===== config.mk =====
export PLATFORM = sky130hd
export DESIGN_NAME = dil_pos_ctrl
export DESIGN_NICKNAME = d
export VERILOG_FILES = /design/src/hw/rtl/dil_pkg.sv /design/src/hw/rtl/dil_pos_ctrl.sv
export SDC_FILE = /design/constraint.sdc
export NUM_CORES = 1
export LEC_CHECK = 0
export BUFFER_PORTS_ARGS = -buffer_cell sky130_fd_sc_hd__buf_2
export CAP_MARGIN = 20
export CORE_UTILIZATION = 35
export CTS_BUF_LIST = sky130_fd_sc_hd__clkbuf_8 sky130_fd_sc_hd__clkbuf_16
export CTS_CLUSTER_DIAMETER = 60
export CTS_CLUSTER_SIZE = 28
export DETAILED_ROUTE_END_ITERATION = 12
export SLEW_MARGIN = 5
export SYNTH_ARGS = -nofsm -noshare
export SYNTH_HDL_FRONTEND = slang
export SYNTH_SLANG_ARGS = --single-unit

===== constraint.sdc =====
create_clock -name clk -period 5.45 [get_ports clk]
set_input_delay 0.2725 -clock clk [delete_from_list [all_inputs] [get_ports clk]]
set_output_delay 0.2725 -clock clk [all_outputs]
set_load 0.01 [all_outputs]

===== src/hw/rtl/dil_pkg.sv =====
// shared types and constants for the 5x5 dilation line buffer
package dil_pkg;

	localparam int PIX_W        = 8;
	localparam int WIN          = 5;
	localparam int LINES        = 4;
	localparam int BORDER       = 4;
	localparam int ROW_W        = 12;
	localparam int ROWS_MAX     = 4096;
	localparam int FRAME_ROWS_W = 13;
	localparam int FRAME_COLS_W = 11;
	localparam int CFG_IDX_W    = 4;
	localparam int CFG_DATA_W   = 13;

	localparam logic [FRAME_ROWS_W-1:0] FRAME_ROWS_RST = 13'd480;
	localparam logic [FRAME_COLS_W-1:0] FRAME_COLS_RST = 11'd640;

	// configuration register indexes
	localparam logic [CFG_IDX_W-1:0] REG_FRAME_ROWS = 4'd0;
	localparam logic [CFG_IDX_W-1:0] REG_FRAME_COLS = 4'd1;

	typedef logic [PIX_W-1:0]            pix_t;
	typedef logic [LINES-1:0][PIX_W-1:0] line_word_t;
	typedef logic [WIN-1:0][PIX_W-1:0]   win_col_t;

endpackage


===== src/hw/rtl/dil_pos_ctrl.sv =====
// frame size registers and row/column position counters
module dil_pos_ctrl #(
	parameter int MAX_LINE = 1024,
	localparam int COL_W = $clog2(MAX_LINE)
) (
	input  logic                            clk,
	input  logic                            arst_n,
	input  logic                            cfg_we,
	input  logic [dil_pkg::CFG_IDX_W-1:0]   cfg_idx,
	input  logic [dil_pkg::CFG_DATA_W-1:0]  cfg_data,
	input  logic                            accept,
	output logic [COL_W-1:0]                col,
	output logic                            border
);
	import dil_pkg::*;

	logic [FRAME_ROWS_W-1:0] frame_rows_q;
	logic [FRAME_COLS_W-1:0] frame_cols_q;
	logic [ROW_W-1:0]        row_q;
	logic [COL_W-1:0]        col_q;

	logic [FRAME_ROWS_W-1:0] rows_eff;
	logic [COL_W:0]          cols_eff;
	logic [ROW_W-1:0]        r_cur;
	logic [COL_W-1:0]        c_cur;
	logic [COL_W:0]          c_inc;
	logic [FRAME_ROWS_W-1:0] r_inc;
	logic [ROW_W-1:0]        row_d;
	logic [COL_W-1:0]        col_d;

	always_ff @(posedge clk or negedge arst_n) begin
		if (!arst_n) begin
			frame_rows_q <= FRAME_ROWS_RST;
			frame_cols_q <= FRAME_COLS_RST;
		end else if (cfg_we) begin
			case (cfg_idx)
				REG_FRAME_ROWS: frame_rows_q <= cfg_data[FRAME_ROWS_W-1:0];
				REG_FRAME_COLS: frame_cols_q <= cfg_data[FRAME_COLS_W-1:0];
				default: ;
			endcase
		end
	end

	// clamp sizes: zero acts as one, oversize acts as maximum
	always_comb begin
		if (frame_rows_q == '0) begin
			rows_eff = FRAME_ROWS_W'(1);
		end else if (frame_rows_q > FRAME_ROWS_W'(ROWS_MAX)) begin
			rows_eff = FRAME_ROWS_W'(ROWS_MAX);
		end else begin
			rows_eff = frame_rows_q;
		end
		if (frame_cols_q == '0) begin
			cols_eff = (COL_W+1)'(1);
		end else if ({21'b0, frame_cols_q} > 32'(MAX_LINE)) begin
			cols_eff = (COL_W+1)'(MAX_LINE);
		end else begin
			cols_eff = (COL_W+1)'(frame_cols_q);
		end
	end

	// restart a counter that sits beyond a newly written size
	always_comb begin
		r_cur = ({1'b0, row_q} >= rows_eff) ? '0 : row_q;
		c_cur = ({1'b0, col_q} >= cols_eff) ? '0 : col_q;
		c_inc = {1'b0, c_cur} + (COL_W+1)'(1);
		r_inc = {1'b0, r_cur} + FRAME_ROWS_W'(1);
		if (c_inc >= cols_eff) begin
			col_d = '0;
			row_d = (r_inc >= rows_eff) ? '0 : r_inc[ROW_W-1:0];
		end else begin
			col_d = c_inc[COL_W-1:0];
			row_d = r_cur;
		end
	end

	always_ff @(posedge clk or negedge arst_n) begin
		if (!arst_n) begin
			row_q <= '0;
			col_q <= '0;
		end else if (accept) begin
			row_q <= row_d;
			col_q <= col_d;
		end
	end

	assign col    = c_cur;
	assign border = (r_cur >= ROW_W'(BORDER)) && (c_cur >= COL_W'(BORDER));

endmodule


==> results.json, run 1 <==
{
  "clk_path_buf_depth": 2,
  "hp-class": "in2reg",
  "grt-ovfl-total": 0,
  "post_drt_wl_per_cell_um": 16.1,
  "clkSinkCount": 46,
  "reg2reg_to": "row_q[2]",
  "drt_iter0_drc": 177,
  "synth_area_sq_mm": 0.00392,
  "yosys-top-cells-count": "nand2_1 (58), ha_1 (50), dfrtp_1 (40)",
  "cp_data_arrival_time_ps": 5170,
  "dieArea_sq_mm": 0.0116,
  "dp.cells": 590,
  "synthArstFlopShare_pct": 100,
  "post-place-ws_ps": 315,
  "antenna_cells": 0,
  "cts_root_buf": "clkbuf_8",
  "fin_skew_ps": 10.5,
  "synth_top_area_cell": "dfrtp_1",
  "clk_latency_ps": 310,
  "r2r_slack_ps": 470,
  "slew_viol_final": 0,
  "syn_inst": 431,
  "rsz0062_at_grt": "false",
  "syn_area_per_cell_sq_um": 9.09,
  "io_buffers": 31,
  "max_cap_viol_count": 0,
  "num_io_pins": 32,
  "h-tree-depth": 2,
  "synth_edf_count": 0,
  "period_needed_ps": 4980,
  "synth_nets": 502,
  "peakVddDrop_mv": 0.163,
  "max_slew.worst_pin.slew_ps": 805,
  "post-synth-top-count-cell": "nand2_1",
  "relSlewSlack_pct": 46.1,
  "fin_ws_ps": 467,
  "setup_viol_count_final": 0,
  "timing.final.crit_share_pct": 91.4,
  "fmax_mhz": 201,
  "initial_core_util_pct": 36.0,
  "core_area_sq_mm": 0.0109,
  "die_y_um": 108,
  "hold_violations": 0,
  "dieWidth_um": 108,
  "grt_pass1_vias": 3290,
  "ys_seq_area_share_pct": 29.6,
  "grt_pass1_wl_mm": 16.8,
  "routed_wl_mm": 9.72,
  "grt_usage_pct": 18.4,
  "drc": 0,
  "synthTopCellsByArea": "dfrtp_1 (26%), ha_1 (16%), mux2_2 (6.6%), nand2_1 (5.6%), dfstp_2 (4.0%)",
  "worst-endpoint-required_ps": 5640,
  "ant_nets": 0,
  "ys_ff_latch": 46,
  "via_per_inst": 5.53,
  "fin_cells": 604,
  "power.leakage_nw": 1.93,
  "drive_above_1_share_pct": 22.2,
  "gp_congestion": 0.886,
  "synth.top_cell.area_share_pct": 25.5,
  "antenna_found_initial": 0,
  "status": "finished, final reports clean",
  "ff2ff_path_depth": 24,
  "holdPathStages": 2,
  "synth_warnings": 0,
  "rows": 38,
  "num_vias": 3340,
  "cp-end-kind": "flop",
  "synth_cell_types": 66,
  "worstHoldStart": "cfg_data[11]",
  "path_class": "reg2reg",
  "holdPathEnd": "frame_rows_q[11]",
  "nNetsFinal": 534,
  "cts_buffers": 5,
  "reg2reg_from": "frame_cols_q[6]",
  "setup_tns_ps": 0,
  "path_clk_slew_ps": 100,
  "dp_hpwl_mm": 7.53,
  "path_max_fanout": 4,
  "yosys_most_used_dff": "dfrtp_1",
  "detail_route.first_pass.iterations": 5,
  "setup.worst_path.start_class": "flop",
  "area_growth_pct": 11.2,
  "power_density_mw_per_mm2": 477,
  "cts_tree": "done",
  "grt_max_degree": 47
}
## logic make-up (layout without fill, tap and decap cells)
family / count (synthesis) / in the layout / share of synthesized area [%]
DFF: 46 / 46 / 29.6
and+or+nand+nor: 175 / 175 / 23.4
adders and majority gates: 50 / 50 / 16.0
buffers and inverters: 31 / 64 / 4.15
muxes: 26 / 26 / 7.38
xor gates and xnor gates: 12 / 12 / 2.68
AOI/OAI and AO/OA: 91 / 91 / 16.9
## cell usage in the layout (no fill, tap or decap), types with 3 or more instances in the layout
cell type,synthesis,layout
nor2_1,26,25
and2_1,12,12
dfstp_2,6,6
a21o_1,4,4
o31ai_1,5,5
o2bb2ai_1,7,7
o21ai_1,8,8
clkbuf_8,0,6
o21ai_0,3,3
dfrtp_1,40,40
nor3_1,4,4
a31oi_1,3,3
mux2_2,23,23
o21a_1,4,4
and4_1,3,3
nand4_1,10,10
and3_4,4,4
nand2b_1,12,12
buf_4,4,10
o211ai_1,6,6
xnor2_1,4,4
nand3_1,12,12
inv_1,11,11
mux2i_1,3,3
xor2_1,8,8
nor4_1,7,6
nor2b_1,6,6
a21oi_1,26,26
nand2_1,58,58
buf_2,6,31
and3_1,8,8
ha_1,50,50
## metal layers
layer | global-route usage (%) | vias up | part of all wire, %
li1 | - | 1648 | -
met3 | 2.91 | 7 | 3.7
met2 | 30.1 | 78 | 47
met1 | 25.1 | 1607 | 48
met5 | 0 | - | 0
met4 | 4.89 | 0 | 1.0
## area by class of cell
class,count,area (sq um)
inverter,13,48.8
tap,140,175
clock inverter,2,12.5
fill,1084,6530
multi-input combinational,354,2620
timing repair buffer,43,260
sequential,46,1160
clock buffer,6,82.6
## worst max path at each step
stage	startpoint	endpoint	slack (ps)
after floorplan	frame_cols_q[6]	row_q[2]	960
after global placement	frame_cols_q[6]	col_q[2]	480
after detailed placement	frame_cols_q[6]	col_q[2]	310
after CTS	frame_cols_q[6]	col_q[2]	270
after global routing	frame_cols_q[6]	col_q[2]	20
final	frame_cols_q[6]	row_q[2]	470
## flip-flops by register name, indices dropped and copies added (netlist names)
| name | flops |
|---|---|
| col_q | 10 |
| frame_cols_q | 11 |
| frame_rows_q | 13 |
| row_q | 12 |
## worst max-delay path, cell delays in order, from the launching register on
cell,delay [ps]
dfrtp_1,410
nor4_2,300
a31oi_1,140
nor2_2,150
ha_1,250
nor2b_1,120
o21ai_1,100
a221oi_2,290
or3_1,220
nand2_1,90
inv_1,90
ha_1,230
and3_1,230
and3_1,230
and3_1,260
nand2b_1,90
a21oi_1,190
ha_1,270
a21oi_1,130
o21ai_1,100
a41oi_2,260
buf_4,180
a21oi_1,60
a222oi_1,300
o311ai_1,150
## power breakdown
part	switching (W)	internal, W
Clock	0.000124	0.000102
Sequential	0.000166	0.000450
Combinational	0.000701	0.000535
## stage by stage
stage               cell area [sq um]  hold slack, ps  util [%]  total power, W
CTS                              4280             185      39.3         0.00205
detailed placement               4180             515      38.4         0.00181
global placement                 4180             496      38.4         0.00178
finish                           4360             206      40.0         0.00208
floorplan                        3920           -23.1         -         0.00153
global route                     4360             200      40.0         0.00229
## timing repair
item,CTS,global route
setup buffers,0,4
resized for setup,0,4
hold endpoints to repair,0,20
endpoints found under the setup margin,0,19
hold buffers,0,1
Power figures use the tool's default switching activity.
==> inputs of run 2 (changes only) <==
--- a/config.mk
+++ b/config.mk
@@ -7,7 +7,7 @@
 export LEC_CHECK = 0
 export BUFFER_PORTS_ARGS = -buffer_cell sky130_fd_sc_hd__buf_2
 export CAP_MARGIN = 20
-export CORE_UTILIZATION = 35
+export CORE_UTILIZATION = 45
 export CTS_BUF_LIST = sky130_fd_sc_hd__clkbuf_8 sky130_fd_sc_hd__clkbuf_16
 export CTS_CLUSTER_DIAMETER = 60
 export CTS_CLUSTER_SIZE = 28
==> results.json, run 2 (same netlist as run 1, synthesis figures left out) <==
{
  "dp_hpwl_mm": 7.20,
  "fin_area_sq_mm": 0.00424,
  "final_common_cell": "nand2_1",
  "path_class": "reg2reg",
  "drt_iter0_drc": 237,
  "place_area_sq_mm": 0.00414,
  "slew_viol_final": 0,
  "drive_above_1_share_pct": 20.9,
  "cts_buffers": 5,
  "path_max_fanout": 13,
  "clk_path_buf_depth": 2,
  "cts_tree": "done",
  "nNetsFinal": 530,
  "via_per_inst": 5.84,
  "grt-ovfl-total": 0,
  "die_y_um": 95.3,
  "ant_nets": 0,
  "rows": 33,
  "status": "finished, final reports clean",
  "detail_route.first_pass.iterations": 4,
  "path_clk_slew_ps": 90,
  "hold_buffers": 0,
  "post_drt_wl_per_cell_um": 16.7,
  "max_cap_viol_count": 0,
  "fmax_mhz": 200,
  "relSlewSlack_pct": 51.1,
  "reg2reg_to": "col_q[9]",
  "crit_path_max_incr_delay_ps": 410,
  "hold_violations": 0,
  "rsz0062_at_grt": "false",
  "drc": 0,
  "r2r_slack_ps": 440,
  "fin_skew_ps": 7.63,
  "antenna_found_initial": 0,
  "grt_max_degree": 47,
  "hp-class": "in2async",
  "setup.worst_path.start_class": "flop",
  "timing.final.crit_share_pct": 91.9,
  "peakVddDrop_mv": 0.191,
  "largest_reg_flops": 13,
  "routed_wl_mm": 9.43,
  "power_density_mw_per_mm2": 479,
  "ff2ff_path_depth": 23,
  "num_io_pins": 32,
  "setup_tns_ps": 0,
  "cp_data_arrival_time_ps": 5230,
  "grt_pass1_wl_mm": 15.9,
  "gp_congestion": 0.858,
  "antenna_cells": 0,
  "grt_usage_pct": 22.8,
  "cp_cell_sequence": "nor4_1 > a31oi_1 > nor2_1 > ha_1 > nor2b_1 > o21ai_1 > a221oi_2 > or3_1 > nand2_2 > inv_2 > ha_1 > and3_1 > and3_1 > and3_1 > nand2b_1 > a21oi_1 > ha_1 > a21oi_1 > o21ai_1 > a41oi_2 > and2_4 > nand3_2 > o2bb2ai_1",
  "area_growth_pct": 8.08,
  "crit_path_top_delay_cell": "dfrtp_1",
  "reg2reg_from": "frame_cols_q[2]",
  "clkSinkCount": 46,
  "dieWidth_um": 95.3,
  "cp-end-kind": "flop",
  "setup_viol_count_final": 0,
  "crit_end": "col_q[9]",
  "cp-startpoint": "frame_cols_q[2]",
  "cts_root_buf": "clkbuf_8",
  "max_slew.worst_pin.slew_ps": 731,
  "reg_top3": "frame_rows_q x13, row_q x12, frame_cols_q x11",
  "clk_latency_ps": 310,
  "grt_pass1_vias": 3174,
  "core_area_sq_mm": 0.00834,
  "final_cell_mix": "nand2_1 (58), ha_1 (50), dfrtp_1 (40)",
  "num_vias": 3300,
  "dieArea_sq_mm": 0.00909,
  "initial_core_util_pct": 47.0,
  "period_needed_ps": 5010,
  "power.leakage_nw": 1.91,
  "h-tree-depth": 2,
  "top_register": "frame_rows_q",
  "worst-endpoint-required_ps": 5680,
  "io_buffers": 31
}
[run 2: routing by layer]
metal	part of all wire [%]	vias up	GRT usage (%)
met5	0	-	0
met3	4.5	10	3.91
li1	-	1647	-
met1	50	1576	33.0
met2	44	67	35.1
met4	1.2	0	5.30
[run 2: timing repair]
action                                  4_1_cts  5_1_grt
gates resized for setup                       0        1
setup buffers                                 0        1
endpoints found under the setup margin        0        2
[run 2: through the flow]
stage / hold slack (ps) / setup slack (ps) / cells / util [%] / power, W
finish: 47.8 / 443 / 565 / 50.8 / 0.00203
global route: 101 / 71.6 / 565 / 50.8 / 0.00224
CTS: 72.4 / 385 / 564 / 50.6 / 0.00203
detailed placement: 407 / 418 / 556 / 49.7 / 0.00182
global placement: 406 / 381 / 556 / 49.7 / 0.00179
floorplan: -23.1 / 961 / 431 / - / 0.00153
[run 2: area by class of cell]
class                      count  area [sq um]
fill                         800          4110
clock buffer                   5          68.8
timing repair buffer          39           215
tap                          105           131
inverter                      13          52.6
sequential                    46          1160
clock inverter                 3          11.3
multi-input combinational    354          2600
[run 2: worst min-delay path by stage]
| stage | startpoint | end | slack, ps | cells after the start |
|---|---|---|---|---|
| after CTS | arst_n | col_q[5] | 70 | 2 |
| after global routing | arst_n | col_q[5] | 100 | 2 |
| after global placement | arst_n | col_q[5] | 410 | 2 |
| final | arst_n | col_q[4] | 50 | 2 |
| after floorplan | arst_n | col_q[0] | -20 | 0 |
| after detailed placement | arst_n | col_q[5] | 410 | 2 |
[run 2: power by group]
| group | switching, W | leakage [nW] | internal (W) |
|---|---|---|---|
| registers | 0.000171 | 0.552 | 0.000450 |
| logic | 0.000688 | 1.31 | 0.000517 |
| clock network | 0.000119 | 0.0519 | 0.0000859 |
| total | 0.000978 | 1.91 | 0.00105 |
[run 2: critical path, delay by kind of cell, from the launching register on]
family                     cells  cell delay, ps
adders and majority gates      3             750
and+or+nand+nor               11            2180
AOI/OAI and AO/OA              8            1470
buffers and inverters          1              90
DFF                            1             410
