===== src/hw/rtl/dil_pkg.sv =====
// shared types and constants for the 5x5 dilation line buffer
package dil_pkg;

	localparam int PIX_W        = 8;
	localparam int WIN          = 5;
	localparam int LINES        = 4;
	localparam int BORDER       = 4;
	localparam int ROW_W        = 12;
	localparam int ROWS_MAX     = 4096;
	localparam int FRAME_ROWS_W = 13;
	localparam int FRAME_COLS_W = 11;
	localparam int CFG_IDX_W    = 4;
	localparam int CFG_DATA_W   = 13;

	localparam logic [FRAME_ROWS_W-1:0] FRAME_ROWS_RST = 13'd480;
	localparam logic [FRAME_COLS_W-1:0] FRAME_COLS_RST = 11'd640;

	// configuration register indexes
	localparam logic [CFG_IDX_W-1:0] REG_FRAME_ROWS = 4'd0;
	localparam logic [CFG_IDX_W-1:0] REG_FRAME_COLS = 4'd1;

	typedef logic [PIX_W-1:0]            pix_t;
	typedef logic [LINES-1:0][PIX_W-1:0] line_word_t;
	typedef logic [WIN-1:0][PIX_W-1:0]   win_col_t;

endpackage


===== src/hw/rtl/dil_window.sv =====
// 5x5 window shift registers and OR reduction of the updated window
module dil_window (
	input  logic              clk,
	input  logic              arst_n,
	input  logic              shift,
	input  dil_pkg::win_col_t col_new,
	output dil_pkg::pix_t     or_all
);
	import dil_pkg::*;

	pix_t win_q [WIN][WIN];

	always_ff @(posedge clk or negedge arst_n) begin
		if (!arst_n) begin
			for (int i = 0; i < WIN; i++) begin
				for (int j = 0; j < WIN; j++) begin
					win_q[i][j] <= '0;
				end
			end
		end else if (shift) begin
			for (int i = 0; i < WIN; i++) begin
				for (int j = 0; j < WIN-1; j++) begin
					win_q[i][j] <= win_q[i][j+1];
				end
				win_q[i][WIN-1] <= col_new[i];
			end
		end
	end

	// window after the shift: old columns 1..4 plus the new column
	always_comb begin
		or_all = '0;
		for (int i = 0; i < WIN; i++) begin
			or_all = or_all | col_new[i];
			for (int j = 1; j < WIN; j++) begin
				or_all = or_all | win_q[i][j];
			end
		end
	end

endmodule


===== config.mk =====
export PLATFORM = sky130hd
export DESIGN_NAME = dil_window
export DESIGN_NICKNAME = d
export VERILOG_FILES = /design/src/hw/rtl/dil_pkg.sv /design/src/hw/rtl/dil_window.sv
export SDC_FILE = /design/constraint.sdc
export NUM_CORES = 1
export LEC_CHECK = 0
export ABC_AREA = 1
export BUFFER_PORTS_ARGS = -buffer_cell sky130_fd_sc_hd__buf_2
export CAP_MARGIN = 10
export CORE_AREA = 2 2 137 99
export DETAILED_ROUTE_END_ITERATION = 6
export DIE_AREA = 0 0 139 101
export PLACE_DENSITY = 0.72
export SLEW_MARGIN = 20
export SYNTH_ARGS = -nofsm -noshare
export SYNTH_HDL_FRONTEND = slang
export SYNTH_SLANG_ARGS = --single-unit

===== constraint.sdc =====
create_clock -name clk -period 1.2 [get_ports clk]
set_input_delay 0.24 -clock clk [delete_from_list [all_inputs] [get_ports clk]]
set_output_delay 0.24 -clock clk [all_outputs]
set_load 0.03 [all_outputs]

==> results.toml, run 1 <==
[worst_setup_path]
crit_path_start_kind = "flip-flop"
criticalPathCategory = "flip-flop to primary output"
arrival_ns = 1.46
critPathMaxFanout = 2
r2r_cells = 2
cp.required_ns = 0.96
rrSetupSlack_ns = 0.33
cp-end-kind = "primary output"

[hold_path]
hold_class = "input pin to flip-flop"
hold_path_depth = 3

[power]
power.leakage_uw = 0.00426
pwr-share-comb_pct = 13.3
swShare_pct = 25.5
power_uw = 13700
p_per_area_mw_per_mm2 = 1620
netSwitchingPower_uw = 3500
pwr-share-seq_pct = 46.4
clkPwrFrac_pct = 40.3
cellInternalPower_uw = 10200
ir_worst_vdd_v = 0.00109

[drt]
drtIter0Drc = 284
routed_wl_um = 14200
route.detailed.drc = 0
num_vias = 5260
routedWlPerCell_um = 12.8
drt-pass1-iter-count = 4
drt-vias-per-instance = 4.76
drtAntennaViolNets = 0

[global_route]
met3_usage_pct = 4.66
gr-usage-met2_pct = 33.5
gr-usage-met1_pct = 30.2
busiest_layer = "met2"
antenna_found_initial = 1
grt_start_max_net_pins = 41
grt_usage_pct = 21.5
overflow = 0
grt_pass1_wl_um = 23800
grt_pass1_vias = 5150

[sta]
hold_viol = 0
rsz0062_at_grt = "yes"
tightest_slew_ns = 0.276
timing.final.crit_share_pct = 142
timing.fmax_mhz = 587
finalWorstSetupSlack_ns = -0.503
slew_viol_final = 0
setup_viol = 8
fin_setup_tns_ns = -3.77
slew_headroom_pct = 81.6
min_period_ns = 1.70
finalClockSkew_ns = 0.0102

[logic_synthesis]
netlist_area_mm2 = 0.00690
ys_warn_count = 0
ys_ff_latch = 160
synth_cell_types = 14
synth_top_family_by_area = "simple AND/OR/NAND/NOR gates"
syn_area_per_cell_um2 = 8.38
muxShareOfSynthArea_pct = 1.96
synth_nets = 867
synth_compound_area_share_pct = 10.7
ys_seq_area_share_pct = 58.0
synthSimpleGateAreaFrac_pct = 17.9
yosys.area_share.adder_pct = 0
synth_xor_area_share_pct = 0
synthCells = 824

[cells_and_area]
largest_register_ffs = 160
syn_to_final_growth_pct = 23.2
fill_cells = 994
final_cell_count_no_fill = 1105
fin_nets = 968
multi_input_area_mm2 = 0.00222
final_util_pct = 66.5
regMostFlops = "win_q"
reg_top3 = "win_q x160"
drive_gt1_share_pct = 22.4
regArea_mm2 = 0.00400

[flow_run]
drv_cap = 0

[place]
io_buffers = 50
post-dp-hpwl_um = 9450
place_ws_ns = -0.165
globalplace.congestion = 0.797
placedCellCount = 1060

[cts]
clkSinkCount = 160
clockBufferDepth = 2
cts_tree = "built"
cts_buffers = 17
cts.clk_slew.worst_paths_ns = 0.06
root_buffer = "clkbuf_16"
h-tree-depth = 4
worstSkewPairLatency_ns = 0.42

[floorplan]
die_w_um = 139
start_util_pct = 54.0
dieArea_mm2 = 0.0140
boundaryPins = 51
std_cell_rows = 35
die_h_um = 101
core_mm2 = 0.0128

[outcome]
status = "finished, violations left"
violations = "negative setup slack"
## final cells by class
| class | count | area share, % |
|---|---|---|
| flip-flops and latches | 160 | 47.1 |
| multi-input cells | 484 | 26.1 |
| repair buffers | 116 | 10.7 |
| inverters | 146 | 6.44 |
| clock buffers | 23 | 5.62 |
| well taps | 166 | 2.44 |
| clock inverters | 9 | 1.54 |
| diodes | 1 | 0.0294 |
## synthesized netlist by cell type
master / count / area share [%]
buf_4: 1 / 0.11
clkbuf_1: 11 / 0.60
nand3_1: 16 / 1.2
nand2_1: 196 / 11
buf_6: 13 / 2.1
o21ai_1: 8 / 0.58
mux2_1: 2 / 0.33
a21oi_1: 32 / 2.3
dfrtp_1: 160 / 58
mux2_2: 10 / 1.6
buf_2: 9 / 0.65
nor2_1: 112 / 6.1
o21ai_0: 108 / 7.8
inv_1: 146 / 7.9
## power groups by stage
| stage | combinational (µW) | clock [µW] | sequential [µW] |
|---|---|---|---|
| 3_3_place_gp | 1600 | 0 | 6410 |
| 4_1_cts | 1710 | 5620 | 6360 |
| 3_5_place_dp | 1640 | 0 | 6440 |
| 5_1_grt | 2110 | 5880 | 6450 |
| 2_1_floorplan | 1020 | 0 | 6370 |
| 6_report | 1830 | 5540 | 6380 |
## critical path: stages (launching register included)
cell	delay [ns]
dfrtp_1	0.36
inv_1	0.08
nand2_1	0.05
nor2_1	0.09
nand2_1	0.07
nor2_1	0.11
nand2_1	0.12
buf_6	0.16
## placed cells by master (no fill, tap or decap), drive strengths merged
| master | n |
|---|---|
| dfrtp | 160 |
| clkbuf | 24 |
| mux2 | 12 |
| dlygate4sd3 | 1 |
| nor2 | 112 |
| o21ai | 116 |
| nand2 | 196 |
| nand3 | 16 |
| bufinv | 3 |
| diode | 1 |
| clkinvlp | 3 |
| buf | 114 |
| a21oi | 32 |
| inv | 146 |
| clkinv | 3 |
## through the flow
stage               cell area (µm²)  hold slack, ns
finish                         8500          0.0416
global route                   8500          0.0449
CTS                            8350          0.0318
detailed placement             7640           0.126
global placement               7640           0.123
floorplan                      6900         -0.0556
## worst paths after layout
kind,startpoint,endpoint
setup / recovery,win_q[188]$_DFFE_PN0P_,or_all[4]
hold / removal,col_new[7],win_q[167]$_DFFE_PN0P_
setup reg to reg,win_q[171]$_DFFE_PN0P_,win_q[171]$_DFFE_PN0P_
hold reg to reg,win_q[54]$_DFFE_PN0P_,win_q[62]$_DFFE_PN0P_
max in group asynchronous,arst_n,win_q[135]$_DFFE_PN0P_
min in group asynchronous,arst_n,win_q[123]$_DFFE_PN0P_
## layer usage
| layer | vias to the layer above | share of wire, % |
|---|---|---|
| met5 | - | 0.078 |
| met4 | 2 | 1.9 |
| met3 | 27 | 4.1 |
| met2 | 76 | 45 |
| met1 | 2444 | 49 |
| li1 | 2711 | - |
## cells by family (layout without fill, tap and decap cells)
logic type / count (synthesis) / after routing
flip-flops: 160 / 160
AND/OR/NAND/NOR: 324 / 324
AO/OA/AOI/OAI: 148 / 148
multiplexers: 12 / 12
other: 0 / 1
buffers and inverters: 180 / 294
## repair_timing
action,CTS,global route
gates resized for setup,29,50
endpoints found under the hold margin,140,0
hold buffers,1,0
buffers inserted,1,10
endpoints found under the setup margin,8,8
pin swaps,6,28
Note: power is estimated with default switching activity, not from simulation.
==> inputs of run 2 (changes only) <==
--- a/config.mk
+++ b/config.mk
@@ -8,9 +8,10 @@
 export ABC_AREA = 1
 export BUFFER_PORTS_ARGS = -buffer_cell sky130_fd_sc_hd__buf_2
 export CAP_MARGIN = 10
-export CORE_AREA = 2 2 137 99
+export CORE_AREA = 4 4 139 101
+export CTS_BUF_LIST = sky130_fd_sc_hd__clkbuf_2 sky130_fd_sc_hd__clkbuf_4 sky130_fd_sc_hd__clkbuf_8
 export DETAILED_ROUTE_END_ITERATION = 6
-export DIE_AREA = 0 0 139 101
+export DIE_AREA = 0 0 143 105
 export PLACE_DENSITY = 0.72
 export SLEW_MARGIN = 20
 export SYNTH_ARGS = -nofsm -noshare
==> run 2 against run 1 <==
  * The run still ends with negative setup slack left
  * Utilization grew 0.30 points
  * Die area rose by 7.0%
  * Final cell count is 1.8% higher
  * Clock skew shrank 0.0027 ns
  * Clock power decreased by 18%
  * Register-to-register slack got worse by 0.05 ns
==> results.toml, run 2 (synthesis results as in run 1) <==
[worst_setup_path]
critPathMaxFanout = 2
crit_slowest_cell = "dfrtp_1"
crit_path_start_kind = "flip-flop"
cp.required_ns = 0.96
path_cells = "inv_2, nand2_2, nor2_4, nand2_1, nor2_1, nand2_2, buf_6"
arrival_ns = 1.52
cp-end-kind = "primary output"
rrSetupSlack_ns = 0.28
criticalPathCategory = "flip-flop to primary output"
r2r_cells = 2
slowest_delay_ns = 0.41
crit_top_cell = "nand2_2"

[cells_and_area]
drive_gt1_share_pct = 25.4
layout_commonest_cell = "nand2_1"
final_cell_count_no_fill = 1125
reg_top3 = "win_q x160"
regMostFlops = "win_q"
syn_to_final_growth_pct = 24.2
largest_register_ffs = 160
final_cell_mix = "178 x nand2_1, 160 x dfrtp_1, 113 x inv_1"
fin_nets = 989
fill_cells = 1023
antenna_cells = 0

[place]
globalplace.congestion = 0.769
placedCellCount = 1063
io_buffers = 50
post-dp-hpwl_um = 9540

[global_route]
grt_pass1_vias = 5027
grt_pass1_wl_um = 23400
antenna_found_initial = 0
grt_usage_pct = 19.6
grt_start_max_net_pins = 43
overflow = 0

[drt]
route.detailed.drc = 0
drtAntennaViolNets = 0
drt-vias-per-instance = 4.74
routedWlPerCell_um = 12.4
routed_wl_um = 14000
num_vias = 5329
drt-pass1-iter-count = 4
drtIter0Drc = 285

[sta]
slew_headroom_pct = 74.8
finalClockSkew_ns = 0.00755
tightest_slew_ns = 0.379
timing.fmax_mhz = 568
setup_viol = 8
finalWorstSetupSlack_ns = -0.562
timing.final.crit_share_pct = 147
slew_viol_final = 0
rsz0062_at_grt = "yes"
hold_viol = 0
min_period_ns = 1.76

[power]
power_uw = 12900
power.leakage_uw = 0.00429
ir_worst_vdd_v = 0.000866
p_per_area_mw_per_mm2 = 1500

[floorplan]
dieArea_mm2 = 0.0150
die_w_um = 143
std_cell_rows = 35
start_util_pct = 53.8
die_h_um = 105
boundaryPins = 51
core_mm2 = 0.0128

[cts]
worstSkewPairLatency_ns = 0.45
cts_tree = "built"
cts_buffers = 17
h-tree-depth = 4
cts.clk_slew.worst_paths_ns = 0.09
clkSinkCount = 160
clockBufferDepth = 2
root_buffer = "clkbuf_8"

[flow_run]
drv_cap = 0

[outcome]
status = "finished, violations left"
violations = "negative setup slack"

[hold_path]
hold_path_depth = 3
hold_class = "input pin to flip-flop"
## run 2: cell types whose count changed in the layout (fill, tap and decap cells not counted), moves of 4 or more
cell / before / now
clkbuf_8: 4 / 21
buf_4: 57 / 73
nand2_2: 14 / 18
clkbuf_16: 17 / 0
inv_1: 121 / 113
inv_2: 25 / 33
## run 2: power by group
part           total (µW)  switching [µW]  leakage (µW)  internal (µW)
registers            6360             335       0.00194           6030
logic                1980            1090       0.00214            889
clock network        4530            2050      0.000219           2480
total               12900            3470       0.00429           9400
## run 2: metal layers
metal	wire length [µm]	share of wire, %	vias up	GRT usage [%]
met5	0	0	-	0
met4	330	2.4	0	7.94
met3	583	4.2	32	4.07
met2	6020	43	109	28.0
met1	7040	50	2441	29.1
li1	-	-	2747	-
## run 2: cell type report
cell class | instances | area, µm² | share of cell area [%]
Multi-Input combinational cell | 484 | 2240 | 26.1
Clock buffer | 21 | 283 | 3.30
Inverter | 146 | 548 | 6.39
Clock inverter | 11 | 176 | 2.06
Tap cell | 166 | 208 | 2.42
Sequential cell | 160 | 4000 | 46.7
Timing Repair Buffer | 137 | 1110 | 13.0
## run 2: worst paths after layout
kind | startpoint | to
min reg2reg | win_q[87]$_DFFE_PN0P_ | win_q[95]$_DFFE_PN0P_
max in group asynchronous | arst_n | win_q[160]$_DFFE_PN0P_
max | win_q[12]$_DFFE_PN0P_ | or_all[4]
min in group asynchronous | arst_n | win_q[28]$_DFFE_PN0P_
max reg2reg | win_q[4]$_DFFE_PN0P_ | win_q[4]$_DFFE_PN0P_
min | col_new[12] | win_q[124]$_DFFE_PN0P_
## run 2: worst max-delay path, delay by kind of cell (launching register included)
kind | cells | cell delay, ns
DFF | 1 | 0.41
and+or+nand+nor | 5 | 0.44
buffers and inverters | 2 | 0.22
## run 2: through the flow
step	area (µm²)	setup slack [ns]	hold WS [ns]	util [%]	setup TNS, ns
5_1_grt	8570	-0.647	0.0285	66.8	-4.88
3_5_place_dp	7700	-0.143	0.164	60.0	-0.605
3_3_place_gp	7700	-0.120	0.162	60.0	-0.495
4_1_cts	8330	-0.575	0.00614	65.0	-4.17
6_report	8570	-0.562	0.0144	66.8	-4.15
2_1_floorplan	6900	0.114	-0.0556	-	0
## run 2: timing repair
| item | 4_1_cts | 5_1_grt |
|---|---|---|
| endpoints found under the hold margin | 30 | 0 |
| hold buffers | 3 | 0 |
| gates resized for setup | 33 | 59 |
| pin swaps | 12 | 35 |
| setup endpoints to repair | 8 | 8 |
| setup buffers | 8 | 19 |
==> inputs of run 3 (changes only) <==
--- a/config.mk
+++ b/config.mk
@@ -8,12 +8,13 @@
 export ABC_AREA = 1
 export BUFFER_PORTS_ARGS = -buffer_cell sky130_fd_sc_hd__buf_2
 export CAP_MARGIN = 10
-export CORE_AREA = 4 4 139 101
+export CORE_AREA = 4 4 141 102
 export CTS_BUF_LIST = sky130_fd_sc_hd__clkbuf_2 sky130_fd_sc_hd__clkbuf_4 sky130_fd_sc_hd__clkbuf_8
 export DETAILED_ROUTE_END_ITERATION = 6
-export DIE_AREA = 0 0 143 105
-export PLACE_DENSITY = 0.72
+export DIE_AREA = 0 0 145 106
+export PLACE_DENSITY = 0.71
 export SLEW_MARGIN = 20
 export SYNTH_ARGS = -nofsm -noshare
 export SYNTH_HDL_FRONTEND = slang
 export SYNTH_SLANG_ARGS = --single-unit
+export TNS_END_PERCENT = 100
==> run 3 against run 2 <==
  * The run still ends with negative setup slack left
  * Worst setup slack better by 0.032 ns
  * Clock power down 20%
  * Sequential power about the same
  * Final cell count down 0.71%
  * Critical path type unchanged
  * Utilization down 2.4 points
  * Critical path depth unchanged
  * First-iteration DRC count up 1.1%
  * Largest power group unchanged
  * Highest routed layer unchanged
==> results.toml, run 3 (synthesis results as in run 1) <==
[outcome]
status = "finished, violations left"
violations = "negative setup slack"

[cts]
clkSinkCount = 160
root_buffer = "clkbuf_8"
clockBufferDepth = 2
cts_tree = "built"
h-tree-depth = 4
cts_buffers = 17
worstSkewPairLatency_ns = 0.45
cts.clk_slew.worst_paths_ns = 0.09

[cells_and_area]
largest_register_ffs = 160
regMostFlops = "win_q"
syn_to_final_growth_pct = 21.4
layout_commonest_cell = "nand2_1"
final_cell_area_mm2 = 0.00838
antenna_cells = 0
fin_nets = 981
reg_top3 = "win_q x160"
drive_gt1_share_pct = 23.6
final_cell_mix = "183 x nand2_1, 160 x dfrtp_1, 120 x inv_1"

[hold_path]
hold_path_depth = 3
hold_class = "input pin to flip-flop"

[drt]
drtAntennaViolNets = 0
routed_wl_um = 13600
drt-vias-per-instance = 4.61
drt-pass1-iter-count = 5
num_vias = 5150
route.detailed.drc = 0
routedWlPerCell_um = 12.2
drtIter0Drc = 288

[worst_setup_path]
crit_slowest_cell = "dfrtp_1"
critPathMaxFanout = 2
crit_path_start_kind = "flip-flop"
critPathBufInv = 2
arrival_ns = 1.49
path_depth = 7
slowest_delay_ns = 0.40
cp-end-kind = "primary output"
path_cells = "inv_2, nand2_2, nor2_4, nand2_1, nor2_1, nand2_1, buf_6"
critical_path.top_delay_family = "simple AND/OR/NAND/NOR gates"
cp.required_ns = 0.96
r2r_cells = 2
criticalPathCategory = "flip-flop to primary output"
crit_top_cell = "nand2_1"

[sta]
finalClockSkew_ns = 0.00733
rsz0062_at_grt = "yes"
timing.final.crit_share_pct = 144
slew_viol_final = 0
finalWorstSetupSlack_ns = -0.530
min_period_ns = 1.73
slew_headroom_pct = 82.6
timing.fmax_mhz = 578
hold_viol = 0
tightest_slew_ns = 0.261
fin_setup_tns_ns = -4.07
setup_viol = 8

[global_route]
met3_usage_pct = 4.35
grt_start_max_net_pins = 39
grt_usage_pct = 18.9
busiest_layer = "met1"
gr-usage-met2_pct = 27.2
gr-usage-met1_pct = 28.7
grt_pass1_wl_um = 23500
grt_pass1_vias = 4940
overflow = 0
antenna_found_initial = 0

[place]
globalplace.congestion = 0.778
place_ws_ns = -0.128
post-dp-hpwl_um = 9520
placed_cell_area_mm2 = 0.00767
io_buffers = 50

[power]
power.leakage_uw = 0.00420
p_per_area_mw_per_mm2 = 1410
ir_worst_vdd_v = 0.000819

[floorplan]
core_mm2 = 0.0130
die_h_um = 106
die_w_um = 145
start_util_pct = 53.1
dieArea_mm2 = 0.0154
std_cell_rows = 35
boundaryPins = 51

[flow_run]
drv_cap = 0
[run 3: changes by cell type in the layout (fill, tap and decap cells not counted), moves of 4 or more]
cell and delta:
inv_2 -7, nand2_2 -5, nor2_4 -4, nand2_1 +5
bufinv_16 -4, buf_4 -10, nor2_2 +7, inv_1 +7
[run 3: power by group]
part | internal, µW | switching (µW) | total [µW]
sequential | 6030 | 328 | 6360
clock | 1510 | 2110 | 3620
combinational | 828 | 1050 | 1880
[run 3: cell type report]
type / count / area (µm²)
fillers: 1083 / 4630
multi-input cells: 484 / 2210
clock inverters: 14 / 109
repair buffers: 129 / 1050
well taps: 166 / 208
clock buffers: 18 / 248
flip-flops and latches: 160 / 4000
inverters: 146 / 548
[run 3: per-layer routing]
metal,vias up,wire [µm]
met5,-,0
met4,0,134
met3,9,448
met2,70,5840
met1,2336,7210
li1,2735,-
[run 3: worst paths after layout]
path / start / to / slack, ns
max in group asynchronous: arst_n / win_q[167]$_DFFE_PN0P_ / 0.49
max reg2reg: win_q[163]$_DFFE_PN0P_ / win_q[171]$_DFFE_PN0P_ / 0.29
min in group asynchronous: arst_n / win_q[124]$_DFFE_PN0P_ / 0.21
min: col_new[31] / win_q[47]$_DFFE_PN0P_ / 0.02
max: win_q[88]$_DFFE_PN0P_ / or_all[0] / -0.53
min reg2reg: win_q[101]$_DFFE_PN0P_ / win_q[109]$_DFFE_PN0P_ / 0.48
[run 3: per-stage QoR]
step / std cells / power (µW) / util, % / hold slack, ns
finish: 1117 / 11900 / 64.4 / 0.0171
global route: 1117 / 12600 / 64.4 / 0.00397
CTS: 1102 / 11800 / 63.0 / 0.0000766
detailed placement: 1061 / 8100 / 59.0 / 0.123
global placement: 1061 / 8040 / 59.0 / 0.119
floorplan: 824 / 7390 / - / -0.0556
[run 3: what timing repair did]
item / in CTS / in global routing
endpoints found under the hold margin: 165 / 0
hold buffers: 6 / 0
gates resized for setup: 31 / 48
endpoints found under the setup margin: 8 / 8
buffers inserted: 3 / 15
cloned: 0 / 0
pin swaps: 6 / 35
[run 3: worst min-delay path: stages]
cell and delay, ns:
buf_2 0.08, nand2_1 0.04, o21ai_0 0.06
